<file path="src/rtl/rfa_pkg.sv">
// Package with modes, widths and shared types of the rational fraction ALU.
package rfa_pkg;
    localparam int OPERAND_WIDTH_DEF = 32;
    localparam int WIDE = 64;

    typedef enum logic [2:0] {
        MODE_SIMPLIFY = 3'd0,
        MODE_SCALE    = 3'd1,
        MODE_ADD      = 3'd2,
        MODE_SUB      = 3'd3,
        MODE_MUL      = 3'd4,
        MODE_DIV      = 3'd5
    } mode_t;

    typedef struct packed {
        logic start;
        logic [WIDE-1:0] dividend;
        logic [WIDE-1:0] divisor;
    } div_req_t;

    typedef struct packed {
        logic done;
        logic [WIDE-1:0] quot;
        logic [WIDE-1:0] rem;
    } div_rsp_t;
endpackage

</file>
<file path="src/rtl/rational_fraction_alu_top.sv">
// Top level of the rational fraction ALU: cross products, Euclid gcd, reduction.
// Usage: an input transaction on s_axis carries mode and fractions A and B;
// one result transaction on m_axis carries the reduced fraction and an error flag.
// Cross products are formed one 32x32 multiply per cycle on one multiplier.
// The gcd then runs Euclid's rule on a shared 64-step restoring divider, and
// the data decides how many remainders are needed (up to about 90 for 64-bit
// values). Two final exact divisions by the gcd use the same divider.
// When numerator and denominator are both zero the divider is skipped: the
// error flag is set and a zero result goes straight to the output.
// s_tready is high only while the block is idle, so one item is worked on at
// a time; the next item is taken the cycle after the result has been taken.
// The result is held in an output register until it is taken; while the
// receiver stalls the block does not accept a new item.
// Synchronous active-low reset returns the sequencer to idle and drops m_tvalid.
module rational_fraction_alu_top #(
    parameter int OPERAND_WIDTH = rfa_pkg::OPERAND_WIDTH_DEF
) (
    input  logic         aclk,
    input  logic         aresetn,
    input  logic         s_tvalid,
    output logic         s_tready,
    // mode[2:0], a_num[34:3], a_den[66:35], b_num[98:67], b_den[130:99], pad
    input  logic [135:0] s_tdata,
    output logic         m_tvalid,
    input  logic         m_tready,
    // res_num[63:0], res_den[127:64]
    output logic [127:0] m_tdata,
    // zero_gcd_error
    output logic         m_tuser
);
    import rfa_pkg::*;

    typedef enum logic [6:0] {
        ST_IDLE = 7'b0000001,
        ST_MUL  = 7'b0000010,
        ST_GCD  = 7'b0000100,
        ST_GWT  = 7'b0001000,
        ST_QN   = 7'b0010000,
        ST_QD   = 7'b0100000,
        ST_OUT  = 7'b1000000
    } state_t;

    state_t state_reg, state_next;
    logic [2:0] mode_reg, mode_next;
    logic signed [OPERAND_WIDTH-1:0] an_reg, ad_reg, bn_reg, bd_reg;
    logic [1:0] step_reg, step_next;
    logic [WIDE-1:0] num_reg, num_next, den_reg, den_next;
    logic [WIDE-1:0] x_reg, x_next, y_reg, y_next;
    logic [WIDE-1:0] prod_reg;
    logic [WIDE-1:0] rn_reg, rn_next, rd_reg, rd_next;
    logic err_reg, err_next;
    logic signed [OPERAND_WIDTH-1:0] ma, mb;
    logic signed [2*OPERAND_WIDTH-1:0] mp;
    div_req_t dreq;
    div_rsp_t drsp;

    rfa_divider u_div (.aclk(aclk), .aresetn(aresetn), .req(dreq), .rsp(drsp));

    always_comb begin
        ma = an_reg;
        mb = bd_reg;
        case (step_reg)
            2'd0: begin ma = an_reg; mb = (mode_reg == MODE_SCALE || mode_reg == MODE_MUL)
                                          ? bn_reg : bd_reg; end
            2'd1: begin ma = bn_reg; mb = ad_reg; end
            2'd2: begin ma = ad_reg; mb = (mode_reg == MODE_DIV) ? bn_reg : bd_reg; end
            default: begin ma = an_reg; mb = bd_reg; end
        endcase
        mp = ma * mb;
    end

    always_comb begin
        state_next = state_reg;
        mode_next  = mode_reg;
        step_next  = step_reg;
        num_next   = num_reg;
        den_next   = den_reg;
        x_next     = x_reg;
        y_next     = y_reg;
        rn_next    = rn_reg;
        rd_next    = rd_reg;
        err_next   = err_reg;
        dreq.start    = 1'b0;
        dreq.dividend = x_reg;
        dreq.divisor  = y_reg;
        case (state_reg)
            ST_IDLE: begin
                if (s_tvalid) begin
                    mode_next  = s_tdata[2:0];
                    step_next  = 2'd0;
                    state_next = ST_MUL;
                end
            end
            ST_MUL: begin
                // Products land in prod_reg in the cycle after their step.
                step_next = step_reg + 2'd1;
                case (mode_reg)
                    MODE_SCALE: begin
                        if (step_reg == 2'd1) begin
                            num_next = prod_reg;
                            den_next = WIDE'(ad_reg);
                            state_next = ST_GCD;
                        end
                    end
                    MODE_ADD, MODE_SUB: begin
                        if (step_reg == 2'd1) num_next = prod_reg;
                        if (step_reg == 2'd2)
                            num_next = (mode_reg == MODE_SUB) ? num_reg - prod_reg
                                                              : num_reg + prod_reg;
                        if (step_reg == 2'd3) begin
                            den_next = prod_reg;
                            state_next = ST_GCD;
                        end
                    end
                    MODE_MUL, MODE_DIV: begin
                        if (step_reg == 2'd1) begin
                            num_next = prod_reg;
                            step_next = 2'd2;
                        end
                        if (step_reg == 2'd3) begin
                            den_next = prod_reg;
                            state_next = ST_GCD;
                        end
                    end
                    default: begin
                        num_next = WIDE'(an_reg);
                        den_next = WIDE'(ad_reg);
                        state_next = ST_GCD;
                    end
                endcase
                if (state_next == ST_GCD) begin
                    x_next = num_next;
                    y_next = den_next;
                end
            end
            ST_GCD: begin
                if (y_reg == '0) begin
                    if (x_reg == '0) begin
                        rn_next = '0;
                        rd_next = '0;
                        err_next = 1'b1;
                        state_next = ST_OUT;
                    end else begin
                        err_next = 1'b0;
                        dreq.start = 1'b1;
                        dreq.dividend = num_reg;
                        dreq.divisor = x_reg;
                        state_next = ST_QN;
                    end
                end else begin
                    dreq.start = 1'b1;
                    state_next = ST_GWT;
                end
            end
            ST_GWT: begin
                if (drsp.done) begin
                    x_next = y_reg;
                    y_next = drsp.rem;
                    state_next = ST_GCD;
                end
            end
            ST_QN: begin
                if (drsp.done) begin
                    rn_next = drsp.quot;
                    dreq.start = 1'b1;
                    dreq.dividend = den_reg;
                    dreq.divisor = x_reg;
                    state_next = ST_QD;
                end
            end
            ST_QD: begin
                if (drsp.done) begin
                    rd_next = drsp.quot;
                    state_next = ST_OUT;
                end
            end
            ST_OUT: begin
                if (m_tready) state_next = ST_IDLE;
            end
            default: state_next = ST_IDLE;
        endcase
    end

    always_ff @(posedge aclk) begin
        if (!aresetn) begin
            state_reg <= ST_IDLE;
        end else begin
            state_reg <= state_next;
        end
        if (state_reg == ST_IDLE && s_tvalid) begin
            an_reg <= s_tdata[3 +: OPERAND_WIDTH];
            ad_reg <= s_tdata[35 +: OPERAND_WIDTH];
            bn_reg <= s_tdata[67 +: OPERAND_WIDTH];
            bd_reg <= s_tdata[99 +: OPERAND_WIDTH];
        end
        prod_reg <= WIDE'(mp);
        mode_reg <= mode_next;
        step_reg <= step_next;
        num_reg  <= num_next;
        den_reg  <= den_next;
        x_reg    <= x_next;
        y_reg    <= y_next;
        rn_reg   <= rn_next;
        rd_reg   <= rd_next;
        err_reg  <= err_next;
    end

    assign s_tready = (state_reg == ST_IDLE);
    assign m_tvalid = (state_reg == ST_OUT);
    assign m_tdata  = {rd_reg, rn_reg};
    assign m_tuser  = err_reg;

    assert property (@(posedge aclk) disable iff (!aresetn) !(s_tready && m_tvalid))
        else $error("input ready while result pending");
    assert property (@(posedge aclk) disable iff (!aresetn)
        m_tvalid && m_tuser |-> rn_reg == '0 && rd_reg == '0)
        else $error("error result not zero");
    assert property (@(posedge aclk) disable iff (!aresetn)
        state_reg == ST_GCD && y_reg != '0 |=> state_reg == ST_GWT)
        else $error("gcd step skipped");
endmodule

</file>
<file path="src/rtl/rfa_divider.sv">
// Shared signed truncating divider, one quotient bit per cycle.
module rfa_divider (
    input  logic              aclk,
    input  logic              aresetn,
    input  rfa_pkg::div_req_t req,
    output rfa_pkg::div_rsp_t rsp
);
    import rfa_pkg::*;

    logic [WIDE-1:0] rem_reg, rem_next;
    logic [WIDE-1:0] quo_reg, quo_next;
    logic [WIDE-1:0] dvs_reg, dvs_next;
    logic [6:0]      cnt_reg, cnt_next;
    logic            busy_reg, busy_next;
    logic            done_reg, done_next;
    logic            qneg_reg, qneg_next;
    logic            rneg_reg, rneg_next;
    logic [WIDE:0]   trial;
    logic [WIDE-1:0] shifted;

    always_comb begin
        rem_next  = rem_reg;
        quo_next  = quo_reg;
        dvs_next  = dvs_reg;
        cnt_next  = cnt_reg;
        busy_next = busy_reg;
        qneg_next = qneg_reg;
        rneg_next = rneg_reg;
        done_next = 1'b0;
        shifted   = {rem_reg[WIDE-2:0], quo_reg[WIDE-1]};
        trial     = {rem_reg, quo_reg[WIDE-1]} - {1'b0, dvs_reg};
        if (req.start) begin
            busy_next = 1'b1;
            cnt_next  = 7'd0;
            rem_next  = '0;
            quo_next  = req.dividend[WIDE-1] ? -req.dividend : req.dividend;
            dvs_next  = req.divisor[WIDE-1] ? -req.divisor : req.divisor;
            qneg_next = req.dividend[WIDE-1] ^ req.divisor[WIDE-1];
            rneg_next = req.dividend[WIDE-1];
        end else if (busy_reg) begin
            if (!trial[WIDE]) begin
                rem_next = trial[WIDE-1:0];
                quo_next = {quo_reg[WIDE-2:0], 1'b1};
            end else begin
                rem_next = shifted;
                quo_next = {quo_reg[WIDE-2:0], 1'b0};
            end
            cnt_next = cnt_reg + 7'd1;
            if (cnt_reg == 7'(WIDE - 1)) begin
                busy_next = 1'b0;
                done_next = 1'b1;
            end
        end
    end

    always_ff @(posedge aclk) begin
        if (!aresetn) begin
            busy_reg <= 1'b0;
            done_reg <= 1'b0;
            cnt_reg  <= '0;
        end else begin
            busy_reg <= busy_next;
            done_reg <= done_next;
            cnt_reg  <= cnt_next;
        end
        rem_reg  <= rem_next;
        quo_reg  <= quo_next;
        dvs_reg  <= dvs_next;
        qneg_reg <= qneg_next;
        rneg_reg <= rneg_next;
    end

    assign rsp.done = done_reg;
    assign rsp.quot = qneg_reg ? -quo_reg : quo_reg;
    assign rsp.rem  = rneg_reg ? -rem_reg : rem_reg;

    assert property (@(posedge aclk) disable iff (!aresetn) rsp.done |-> !busy_reg)
        else $error("divider done while busy");
    assert property (@(posedge aclk) disable iff (!aresetn)
        busy_reg && !req.start && cnt_reg != 7'(WIDE - 1) |=> busy_reg)
        else $error("divider stopped early");
    assert property (@(posedge aclk) disable iff (!aresetn) rsp.done |=> !rsp.done)
        else $error("divider done held");
endmodule
</file>
<file path="config.mk">
export PLATFORM = sky130hd
export DESIGN_NAME = rational_fraction_alu_top
export DESIGN_NICKNAME = d
export VERILOG_FILES = /design/src/rtl/rfa_pkg.sv /design/src/rtl/rational_fraction_alu_top.sv /design/src/rtl/rfa_divider.sv
export SDC_FILE = /design/constraint.sdc
export NUM_CORES = 2
export LEC_CHECK = 0
export BUFFER_PORTS_ARGS = -buffer_cell sky130_fd_sc_hd__buf_2
export CAP_MARGIN = 20
export CORE_MARGIN = 5
export CORE_UTILIZATION = 60
export CTS_CLUSTER_DIAMETER = 40
export DETAILED_ROUTE_END_ITERATION = 10
export GPL_TIMING_DRIVEN = 0
export PLACE_DENSITY = 0.79
export SYNTH_ARGS = -nofsm -noshare
export SYNTH_HDL_FRONTEND = slang
export SYNTH_SLANG_ARGS = --single-unit
export TNS_END_PERCENT = 10
</file>
<file path="constraint.sdc">
create_clock -name aclk -period 26.5 [get_ports aclk]
set_clock_uncertainty 0.2 [all_clocks]
set_input_delay 3.975 -clock aclk [delete_from_list [all_inputs] [get_ports aclk]]
set_output_delay 3.975 -clock aclk [all_outputs]
set_load 0.02 [all_outputs]
</file>
==> results by group <==
Worst hold path
  – Worst Hold Launch: u_div.cnt_reg[6]
  – Cell depth of the worst min-delay path: 1
  – Hold Path End: u_div.done_reg
  – Hold Path Class: flop to flop

STA
  – Min Tclk post-route: between 10000 and 15000 ps
  – Max Slew Vio Count: 0
  – Worst relative slew slack: 2.701%
  – Total negative setup slack: 0 ps
  – Setup repair after global routing missed its margin: no
  – Number of endpoints with negative hold slack in the final report: 0
  – F_max: 71.54 MHz
  – Post-route fraction of the period consumed by the critical path: 52.75%
  – Slew at the pin closest to its max-slew limit: 1453 ps
  – Final setup violation count: 0

Route
  – Via-per-instance ratio: 7.011
  – Iteration count of the initial detailed-routing pass: 9
  – Post-route DRC violation count: 0
  – Via Count: roughly 80000
  – Routed wire length: 412700 um
  – Average detailed-routed wire length per instance: 36.30 um
  – Initial DRC Count: 13190
  – ANT nets after route: 0

Synth
  – Post-Syn Nets: 10470
  – Summed instance area of the synthesized netlist: 0.08326 mm^2
  – Area share of the largest cell type after synthesis: 26.06%
  – Number of enable-type register cells in the synthesized netlist: roughly 650
  – Per-instance average area after synthesis: 9.325 um^2
  – Yosys warning count: 0
  – Instance count of the mapped netlist: 8929
  – Leading post-synthesis cells by cell area: sky130_fd_sc_hd__fa_1 26%, sky130_fd_sc_hd__edfxtp_1 23%, sky130_fd_sc_hd__inv_1 5.1%, sky130_fd_sc_hd__ha_1 4.8%, sky130_fd_sc_hd__nor2_1 4.7%
  – Async set-reset flop share out of synthesis: 0%
  – Post-synthesis cell type with the largest combined area: sky130_fd_sc_hd__fa_1
  – Top FF cell, synth: sky130_fd_sc_hd__edfxtp_1
  – Sequential-to-total area share from yosys stat: 26.83%
  – Number of unique standard cell types used by synthesis: 92
  – Flip-flop and latch count after synthesis: 792

GRT
  – Total global-route track usage: around 56%
  – Maximum number of pins on one net before global-route repair: 98
  – First-pass GRT wire length: 574000 um
  – Number of antenna violations at the first check in global routing: 47
  – Final global-route overflow total: 0
  – Vias in the first global route: 78450

Clocking
  – Number of levels the H-tree was split into: 3
  – Buffers inserted during post-CTS setup optimization: 0
  – Root Buffer Master: sky130_fd_sc_hd__clkbuf_16
  – Buffers from clock root to sink, at most: 3
  – Clock-pin slew of the registers on the worst-case setup and hold paths: about 60 ps
  – TritonCTS clock tree: yes
  – Resized cells post-CTS: 0
  – Clock sink count: around 790
  – Quantity of hold-fixing buffers added after cts: 0
  – Later-pin clock latency in the skew report: just over 800 ps
  – TritonCTS Buffers: 120

Setup path
  – Cell mode on critical path: sky130_fd_sc_hd__fa_1
  – Worst flop-to-flop path startpoint: step_reg[1]
  – Critical path endpoint category: flop
  – Data arrival time of the critical path: 14470 ps
  – Worst reg2reg endpoint: prod_reg[63]
  – Worst path required time: 26990 ps
  – Largest incremental delay on the critical path: 1080 ps
  – Category of the most critical setup path: flop to flop
  – Library cell contributing the largest single delay on the critical path: sky130_fd_sc_hd__clkbuf_1
  – Count of cells along the worst register-to-register path: 34
  – Max Fanout on Critical Path: 10
  – FF-to-FF setup slack: 12520 ps
  – Crit start category: flop

Cells and area
  – Register Area: around 0.022 mm^2
  – P&R area growth vs syn: 11.66%
  – Fill cell total of the finished layout: 10600
  – Commonest cells after routing, fill and taps aside: 1133 x sky130_fd_sc_hd__inv_1, 1083 x sky130_fd_sc_hd__fa_1, 1036 x sky130_fd_sc_hd__nor2_1
  – Area taken by multi-input logic gates: 0.05495 mm^2
  – Total number of nets in the final design: 10970
  – Share of final-layout standard cells stronger than drive strength 1: slightly below 8%
  – Leading cell type in the layout, fill and taps excluded: sky130_fd_sc_hd__inv_1

Run status
  – Status: complete, no violations

Place
  – Last weighted congestion value of the routability-driven placer: between 1 and 1.5
  – Buffers added on ports: 264
  – Sum of net half-perimeters after detailed placement: 329800 um

Floorplan
  – Die Height: 382.5 um
  – # rows: about 140
  – Initial cell density of the core: 60.48%
  – Area of the placeable core: about 0.14 mm^2
  – Floorplan die width: 382.5 um
  – Number of primary I/O pins: 271
  – Total Die Area: 0.1463 mm^2

Run
  – Max-cap violation count: 0
## critical path: cells and delay by family, from the launching register on
family	cells	cell delay, ps
adder cells (fa/ha/maj)	10	4630
AO/OA/AOI/OAI	11	4030
flip-flops	1	430
XOR/XNOR	1	320
buffers and inverters	10	3490
AND/OR/NAND/NOR	2	720
## how the worst max path moves through the flow
stage,to,start,cells after the start
2_1_floorplan,prod_reg[62],step_reg[1],32
3_3_place_gp,prod_reg[62],step_reg[1],32
3_5_place_dp,prod_reg[62],step_reg[1],33
4_1_cts,prod_reg[62],step_reg[1],33
5_1_grt,prod_reg[63],step_reg[1],34
6_report,prod_reg[63],step_reg[1],34
## cells by family after synthesis
| family | after synthesis | share of synthesized area [%] |
|---|---|---|
| XOR/XNOR | 489 | 5.144 |
| multiplexers | 172 | 2.155 |
| adder cells (fa/ha/maj) | 1405 | 30.89 |
| buffers and inverters | 1612 | 7.296 |
| AND/OR/NAND/NOR | 2698 | 14.25 |
| AO/OA/AOI/OAI | 1761 | 13.43 |
| flip-flops | 792 | 26.83 |
## per-layer routing
layer,vias up,share of wire (%),track usage [%]
met5,-,0.017,0
met4,10,14,55.69
met3,2792,15,25.98
met2,8036,41,79.78
met1,37950,30,59.94
li1,30930,-,-
## cells in the mapped netlist, types with 30 or more instances
| library cell | count |
|---|---|
| sky130_fd_sc_hd__xnor2_1 | 232 |
| sky130_fd_sc_hd__and3_1 | 103 |
| sky130_fd_sc_hd__fa_1 | 1084 |
| sky130_fd_sc_hd__dfxtp_1 | 144 |
| sky130_fd_sc_hd__nand3_1 | 97 |
| sky130_fd_sc_hd__clkbuf_1 | 427 |
| sky130_fd_sc_hd__buf_1 | 43 |
| sky130_fd_sc_hd__nor3_1 | 76 |
| sky130_fd_sc_hd__nor2_1 | 1037 |
| sky130_fd_sc_hd__or4_1 | 34 |
| sky130_fd_sc_hd__nand2_1 | 980 |
| sky130_fd_sc_hd__o21a_1 | 65 |
| sky130_fd_sc_hd__o21ai_0 | 403 |
| sky130_fd_sc_hd__o41ai_1 | 30 |
| sky130_fd_sc_hd__mux2i_1 | 114 |
| sky130_fd_sc_hd__a22oi_1 | 121 |
| sky130_fd_sc_hd__edfxtp_1 | 648 |
| sky130_fd_sc_hd__mux2_2 | 58 |
| sky130_fd_sc_hd__ha_1 | 321 |
| sky130_fd_sc_hd__inv_1 | 1135 |
| sky130_fd_sc_hd__nand4_1 | 50 |
| sky130_fd_sc_hd__o221ai_1 | 34 |
| sky130_fd_sc_hd__or3_1 | 55 |
| sky130_fd_sc_hd__a21o_1 | 140 |
| sky130_fd_sc_hd__o211ai_1 | 33 |
| sky130_fd_sc_hd__nor4_1 | 45 |
| sky130_fd_sc_hd__and2_1 | 57 |
| sky130_fd_sc_hd__nand2b_1 | 47 |
| sky130_fd_sc_hd__a21oi_1 | 529 |
| sky130_fd_sc_hd__o31ai_1 | 76 |
| sky130_fd_sc_hd__xor2_1 | 257 |
| sky130_fd_sc_hd__a31oi_1 | 57 |
| sky130_fd_sc_hd__nor2b_1 | 31 |
## through the flow
step | area (um^2) | worst slack, ps | hold WS, ps | instances | util [%]
global placement | 86830 | 11880 | 266.9 | 10990 | 63.07
floorplan | 83260 | 16720 | 241.6 | 8929 | -
finish | 92960 | 12520 | 302.8 | 11370 | 67.53
global route | 92860 | 12610 | 333.4 | 11330 | 67.46
detailed placement | 88210 | 12470 | 267.5 | 11070 | 64.08
CTS | 92520 | 12440 | 302.2 | 11300 | 67.21
## cell type report
| class | count | area share, % |
|---|---|---|
| Buffer | 477 | 1.953 |
| Clock buffer | 136 | 3.408 |
| Clock inverter | 92 | 1.230 |
| Sequential cell | 792 | 24.03 |
| Antenna cell | 46 | 0.1238 |
| Multi-Input combinational cell | 6525 | 59.11 |
| Tap cell | 1794 | 2.415 |
| Inverter | 1135 | 4.591 |
| Timing Repair Buffer | 372 | 3.135 |
Power is left out: the tool's default activity adds up to more than one toggle a clock period on the data nets, which glitch-free logic cannot reach.
